--- config.mk ---
export PLATFORM = sky130hd
export DESIGN_NAME = timestamp_pair_compare_top
export DESIGN_NICKNAME = d
export VERILOG_FILES = /design/src/design/tsc_pkg.sv /design/src/design/timestamp_pair_compare_top.sv
export SDC_FILE = /design/constraint.sdc
export NUM_CORES = 1
export LEC_CHECK = 0
export ABC_AREA = 1
export BUFFER_PORTS_ARGS = -buffer_cell sky130_fd_sc_hd__buf_2
export CORE_ASPECT_RATIO = 1.5
export CORE_MARGIN = 3
export CORE_UTILIZATION = 63
export DETAILED_ROUTE_END_ITERATION = 10
export GPL_TIMING_DRIVEN = 0
export PLACE_DENSITY_LB_ADDON = 0.08
export SYNTH_ARGS = -nofsm -noshare
export SYNTH_HDL_FRONTEND = slang
export SYNTH_SLANG_ARGS = --single-unit
--- constraint.sdc ---
create_clock -name i_clk -period 7 [get_ports i_clk]
set_input_delay 1.4 -clock i_clk [delete_from_list [all_inputs] [get_ports i_clk]]
set_output_delay 1.4 -clock i_clk [all_outputs]
set_load 0.02 [all_outputs]
--- src/design/tsc_pkg.sv ---
// shared transaction types and codes for the timestamp pair compare block
package tsc_pkg;

    // order codes of a result
    localparam logic [1:0] ORDER_EQUAL = 2'd0;
    localparam logic [1:0] ORDER_EARLIER = 2'd1;
    localparam logic [1:0] ORDER_LATER = 2'd2;

    localparam logic [31:0] APART_THRESHOLD_RESET = 32'd172800;

    typedef struct packed {
        logic [6:0] first_year;
        logic [3:0] first_month;
        logic [4:0] first_day;
        logic [4:0] first_hour;
        logic [5:0] first_minute;
        logic [5:0] first_second;
        logic [6:0] second_year;
        logic [3:0] second_month;
        logic [4:0] second_day;
        logic [4:0] second_hour;
        logic [5:0] second_minute;
        logic [5:0] second_sec;
    } t_req;

    typedef struct packed {
        logic [31:0] first_seconds;
        logic [31:0] second_seconds;
        logic [1:0]  order_code;
        logic        apart_flag;
    } t_rsp;

endpackage

--- src/design/timestamp_pair_compare_top.sv ---
// top level: two calendar timestamps to seconds since 2000, compare and threshold
//
// channel   direction  handshake            payload
// request   in         start && !busy       i_req  (t_req, both timestamps)
// result    out        o_strobe, one cycle  o_rsp  (t_rsp, counts, order, apart)
// config    in         i_cfg_we             i_cfg_wdata (apart threshold)
//
// one transaction is taken every cycle; busy is held low
// a result passes the stage 1, stage 2, stage 3 and output registers in that order
// the stages: day count and time of day, day count times 86400, add and clamp,
// compare; the day multiply sets the stage depth
// reset clears the stage valid bits and loads the threshold with 172800 seconds
// the receiver cannot stall, so results leave on a fixed schedule
module timestamp_pair_compare_top
    import tsc_pkg::*;
(
    input  logic        i_clk,
    input  logic        i_rst_n,
    input  logic        start,
    output logic        busy,
    input  t_req        i_req,
    output logic        o_strobe,
    output t_rsp        o_rsp,
    input  logic        i_cfg_we,
    input  logic [31:0] i_cfg_wdata
);

    // day-of-year base per month code: (m+2)*611/20 - 92, less 2 from march on
    function automatic logic signed [9:0] month_base(input logic [3:0] m);
        logic signed [9:0] v;
        case (m)
            4'd0:    v = -10'sd31;
            4'd1:    v = -10'sd1;
            4'd2:    v = 10'sd30;
            4'd3:    v = 10'sd58;
            4'd4:    v = 10'sd89;
            4'd5:    v = 10'sd119;
            4'd6:    v = 10'sd150;
            4'd7:    v = 10'sd180;
            4'd8:    v = 10'sd211;
            4'd9:    v = 10'sd242;
            4'd10:   v = 10'sd272;
            4'd11:   v = 10'sd303;
            4'd12:   v = 10'sd333;
            4'd13:   v = 10'sd364;
            4'd14:   v = 10'sd394;
            4'd15:   v = 10'sd425;
            default: v = 10'sd0;
        endcase
        return v;
    endfunction

    // whole days since 2000-01-01, may be slightly negative for odd inputs
    function automatic logic signed [16:0] calc_days(input logic [6:0] yy,
                                                     input logic [3:0] mm,
                                                     input logic [4:0] dd);
        logic [15:0]       year_days;
        logic [5:0]        leap_days;
        logic signed [9:0] mb;
        logic              leap_fix;
        year_days = 16'(yy) * 16'd365;
        leap_days = 6'(({1'b0, yy} + 8'd3) >> 2);
        mb = month_base(mm);
        // leap day counts only from march on in a year divisible by four
        leap_fix = (mm >= 4'd3) && (yy[1:0] == 2'b00);
        return $signed({1'b0, year_days}) + $signed({11'b0, leap_days})
             + $signed({{7{mb[9]}}, mb}) + $signed({12'b0, dd})
             + $signed({16'b0, leap_fix});
    endfunction

    // seconds within the day, out-of-range fields keep their plain weights
    function automatic logic [16:0] calc_tod(input logic [4:0] hh,
                                             input logic [5:0] mn,
                                             input logic [5:0] ss);
        return 17'(hh) * 17'd3600 + 17'(mn) * 17'd60 + 17'(ss);
    endfunction

    // threshold register
    logic [31:0] r_threshold;

    // stage 1: day counts and time of day
    logic               r_s1_valid;
    logic signed [16:0] r_s1_days_a, r_s1_days_b;
    logic [16:0]        r_s1_tod_a, r_s1_tod_b;

    // stage 2: day counts scaled to seconds
    logic               r_s2_valid;
    logic signed [34:0] r_s2_prod_a, r_s2_prod_b;
    logic [16:0]        r_s2_tod_a, r_s2_tod_b;

    // stage 3: clamped totals
    logic               r_s3_valid;
    logic [31:0]        r_s3_sec_a, r_s3_sec_b;

    // stage 4: output register
    logic               r_out_valid;
    t_rsp               r_out;

    logic               accept;
    logic signed [34:0] n_tot_a, n_tot_b;
    logic signed [32:0] n_diff;
    logic [1:0]         n_order;
    logic               n_apart;
    t_rsp               n_out;

    assign busy   = 1'b0;
    assign accept = start && !busy;

    always_ff @(posedge i_clk) begin
        if (!i_rst_n) begin
            r_threshold <= APART_THRESHOLD_RESET;
        end else if (i_cfg_we) begin
            r_threshold <= i_cfg_wdata;
        end
    end

    // valid bits
    always_ff @(posedge i_clk) begin
        if (!i_rst_n) begin
            r_s1_valid  <= 1'b0;
            r_s2_valid  <= 1'b0;
            r_s3_valid  <= 1'b0;
            r_out_valid <= 1'b0;
        end else begin
            r_s1_valid  <= accept;
            r_s2_valid  <= r_s1_valid;
            r_s3_valid  <= r_s2_valid;
            r_out_valid <= r_s3_valid;
        end
    end

    always_comb begin
        // add time of day; negative totals are clamped to zero at the stage 3 registers
        n_tot_a = r_s2_prod_a + $signed({18'b0, r_s2_tod_a});
        n_tot_b = r_s2_prod_b + $signed({18'b0, r_s2_tod_b});
    end

    always_comb begin
        // exact signed difference, no wrap
        n_diff = $signed({1'b0, r_s3_sec_a}) - $signed({1'b0, r_s3_sec_b});
        if (r_s3_sec_a < r_s3_sec_b) begin
            n_order = ORDER_EARLIER;
        end else if (r_s3_sec_a > r_s3_sec_b) begin
            n_order = ORDER_LATER;
        end else begin
            n_order = ORDER_EQUAL;
        end
        n_apart = (n_diff >= $signed({1'b0, r_threshold}));
        n_out.first_seconds  = r_s3_sec_a;
        n_out.second_seconds = r_s3_sec_b;
        n_out.order_code     = n_order;
        n_out.apart_flag     = n_apart;
    end

    // payload stages, no reset needed
    always_ff @(posedge i_clk) begin
        r_s1_days_a <= calc_days(i_req.first_year, i_req.first_month, i_req.first_day);
        r_s1_days_b <= calc_days(i_req.second_year, i_req.second_month, i_req.second_day);
        r_s1_tod_a  <= calc_tod(i_req.first_hour, i_req.first_minute, i_req.first_second);
        r_s1_tod_b  <= calc_tod(i_req.second_hour, i_req.second_minute, i_req.second_sec);

        r_s2_prod_a <= 35'(r_s1_days_a) * 35'sd86400;
        r_s2_prod_b <= 35'(r_s1_days_b) * 35'sd86400;
        r_s2_tod_a  <= r_s1_tod_a;
        r_s2_tod_b  <= r_s1_tod_b;

        r_s3_sec_a  <= n_tot_a[34] ? 32'd0 : n_tot_a[31:0];
        r_s3_sec_b  <= n_tot_b[34] ? 32'd0 : n_tot_b[31:0];

        r_out       <= n_out;
    end

    assign o_strobe = r_out_valid;
    assign o_rsp    = r_out;

endmodule

==> metrics.md <==
| Metric | Value |
|---|---|
| Worst setup path end | `r_s1_days_a[13]` |
| Max Slew Vio Count | `0` |
| Post-synth cell types | `59` |
| Clk_lat worst skew | `0.58 ns` |
| Synth top area cells | `dfxtp_1 (25%), ha_1 (23%), fa_1 (15%)` |
| Setup CP Type | `input pin to flop` |
| Cell Area, Placed | `28,100 sq um` |
| Post-CTS sizing | `0` |
| Postcts setup bufs | `0` |
| DP HPWL | `50,500 microns` |
| Buf/Inv on CP | `4` |
| Synth top area share | `0.245` |
| Final Instance Area | `29,300 sq um` |
| Clk_skew | `0.0161 ns` |
| Register area | `6510 sq um` |
| 1st-iter DRT viols | `641` |
| Worst hold stages | `0` |
| Fraction of layout cells with a size suffix above 1 | `0.0843` |
| Worst reg2reg path depth | `17` |
| Starting density of the core | `0.642` |
| Post-Route WL | `58,300 microns` |
| Fin util | `0.708` |
| Routability congestion estimate | `0.933` |
| Tmin final | `5.81 ns` |
| Ys flop type | `dfxtp_1` |
| Syn. warnings | `0` |
| Clk sinks | `325` |
| Post-Syn Area | `26,500 sq um` |
| Max FO, Critical Path | `6` |
| Yosys top cell by area | `dfxtp_1` |
| Slowest stage delay, CP | `0.53 ns` |
| TritonCTS clock tree | `yes` |
| Total Routing Usage GR | `0.263` |
| Synth top cells by count | `inv_1 (700), ha_1 (485), nand2_1 (355)` |
| Post-synth ARST share | `0` |
| Drt drc | `0` |
| Crit. path cell count | `21` |
| CTS H-tree lvls | `1` |
| Hold Violations, Final | `0` |
| CTS max path bufs | `3` |
| Reg2Reg Launch Point | `r_s1_days_b[6]` |
| Vias in the first global route | `21,500` |
| Antenna Diode Count | `0` |
| Area delta synth->final | `10.2%` |
| RSZ-0062 raised after global routing | `false` |
| Die width | `174 microns` |
| Final Setup Violations | `0` |
| Top-count cell post-synth | `inv_1` |
| Post-Syn Instances | `3,076` |
| Tcrit/Tclk final | `0.829` |
| Worst-Margin Slew | `0.729 ns` |
| Status | `complete, no violations` |
| Mapped Avg Cell Area | `8.63 sq um` |
| Hold Buf Count CTS | `0` |
| R2R Path End | `r_s2_prod_b[33]` |
| TritonRoute pass-1 iters | `4` |
| Die Span Y | `257 microns` |
| First-pass GRT wire length | `98,100 microns` |
| Number of synthesized flops with an enable pin | `0` |
| Crit path capture type | `flop` |
| R2R Setup Slk | `2.57 ns` |
| Slew headroom | `0.510` |
| Vias | `20,200` |
| Final-stage net count | `4,060` |
| Worst-path clk slew | `0.06 ns` |
| Worst hold start | `r_s1_tod_a[9]` |
| Antenna-violating nets left | `0` |
| Maxcap violations | `0` |
| I/O Buffers | `168` |
| Num CTS Buffers | `30` |
| HP Class | `flop to flop` |
| Largest net degree at the start of global routing | `17` |
| WL/cell | `15.1 microns` |
| TNS Setup | `0 ns` |
| Fill count | `3,367` |
| CP Launch Point | `i_req[56]` |
| DIE AREA | `44,700 sq um` |
| Via density | `5.24` |
| Antenna violations before repair | `1` |
| Worst EP arrival | `6.26 ns` |
| Crit path top cell by count | `fa_1` |
| FP Rows | `91` |
| Req. time, crit path | `7.45 ns` |
| Sequential area share after synthesis | `0.245` |
| Cell class contributing the biggest share of worst-path delay | `adder cells` |
| CP Launch Type | `input pin` |
| I/O pin cnt | `171` |
| CP max stage cell | `fa_1` |
| Max Clock Freq | `0.172 GHz` |
| Area of the multi-input gates | `17,300 sq um` |
| Synthesized Nets | `3,860` |
| FF+latch count, synth | `325` |
| CORE AREA | `41,300 sq um` |
| Total grt overflow | `0` |
| Root buffer cell | `clkbuf_16` |
| Critical-path cell list | `buf_2 -> inv_1 -> ha_1 -> nand2_1 -> nand2_1 -> o21bai_1 -> fa_1 -> fa_1 -> ha_1 -> fa_1 -> inv_1 -> fa_1 -> inv_1 -> ha_1 -> a21oi_1 -> o21ai_2 -> a21oi_1 -> o21ai_1 -> a21boi_0 -> o21ai_0 -> xor2_1` |
## state kept, by name, summed over array words and instances (netlist names), 28 cells and up
name and count:
r_threshold 32, r_s3_sec_a 32, o_rsp 67, r_s3_sec_b 32
r_s2_prod_b 28, r_s2_prod_a 28
## logic make-up after synthesis
kind of cell,share of synthesized area
other,0.000141
flip-flops,0.245
XOR/XNOR,0.0643
AO/OA/AOI/OAI,0.0960
adder cells (fa/ha/maj),0.377
buffers and inverters,0.103
AND/OR/NAND/NOR,0.114
## how the worst min path moves through the flow
stage / endpoint / slack, ns
after floorplan: r_s2_tod_a[0] / 0.31
after global routing: r_s2_tod_b[5] / 0.33
after CTS: r_s2_tod_a[9] / 0.33
after global placement: r_s2_tod_b[2] / 0.31
final: r_s2_tod_a[9] / 0.33
after detailed placement: r_s2_tod_a[2] / 0.31
## cell type report
cell class	instances	area share
Timing Repair Buffer	168	0.0287
Multi-Input combinational cell	2029	0.591
Clock buffer	36	0.0278
Buffer	19	0.00372
Inverter	703	0.0902
Clock inverter	19	0.0123
Tap cell	558	0.0239
Sequential cell	325	0.222
## layer usage
layer  vias up  track usage  wire, microns  part of all wire
met5         -            0              0                 0
met4         0        0.116           2720             0.047
met3       142       0.0226           1780             0.030
met2       427        0.522          31500              0.54
met1      9468        0.279          22300              0.38
li1      10200            -              -                 -
## stage by stage
step	instances	worst slack, ns	hold WS [ns]
4_1_cts	3857	1.23	0.327
6_report	3857	1.19	0.325
2_1_floorplan	3076	1.31	0.310
3_3_place_gp	3802	0.730	0.315
3_5_place_dp	3802	0.643	0.312
5_1_grt	3857	0.978	0.334
## cell usage in the layout, fill, tap and decap left out, types with 5 or more instances in the layout
master     instances
nor3_1            30
a21o_1            20
a31oi_1           11
o21ai_0          116
fa_1             197
nor2_2             9
a21boi_0           7
o21ai_1            7
o2111ai_1          5
xor2_1           123
bufinv_16          9
a21oi_1          225
nand2_1          355
nor2_1           166
inv_1            700
o21ai_2            9
clkbuf_1          14
xnor2_1           67
buf_2            168
o21a_1             6
clkbuf_16         30
nand3_1           75
nand4_1           30
o21bai_1          16
ha_1             485
nand2_2            8
nor4_1             8
dfxtp_1          325
## worst register-to-register path, cell delays in order, from the launching register on
cell	delay, ns
dfxtp_1	0.46
ha_1	0.29
ha_1	0.32
fa_1	0.56
inv_1	0.06
fa_1	0.50
fa_1	0.54
inv_1	0.04
ha_1	0.38
nand2_1	0.13
o21ai_0	0.27
inv_1	0.06
o21ai_0	0.16
nand2_1	0.07
nand3_1	0.16
nand3_1	0.09
nand2_1	0.08
xor2_1	0.16
Power is left out: the tool's default activity adds up to more than one toggle a clock period on the data nets, which glitch-free logic cannot reach.
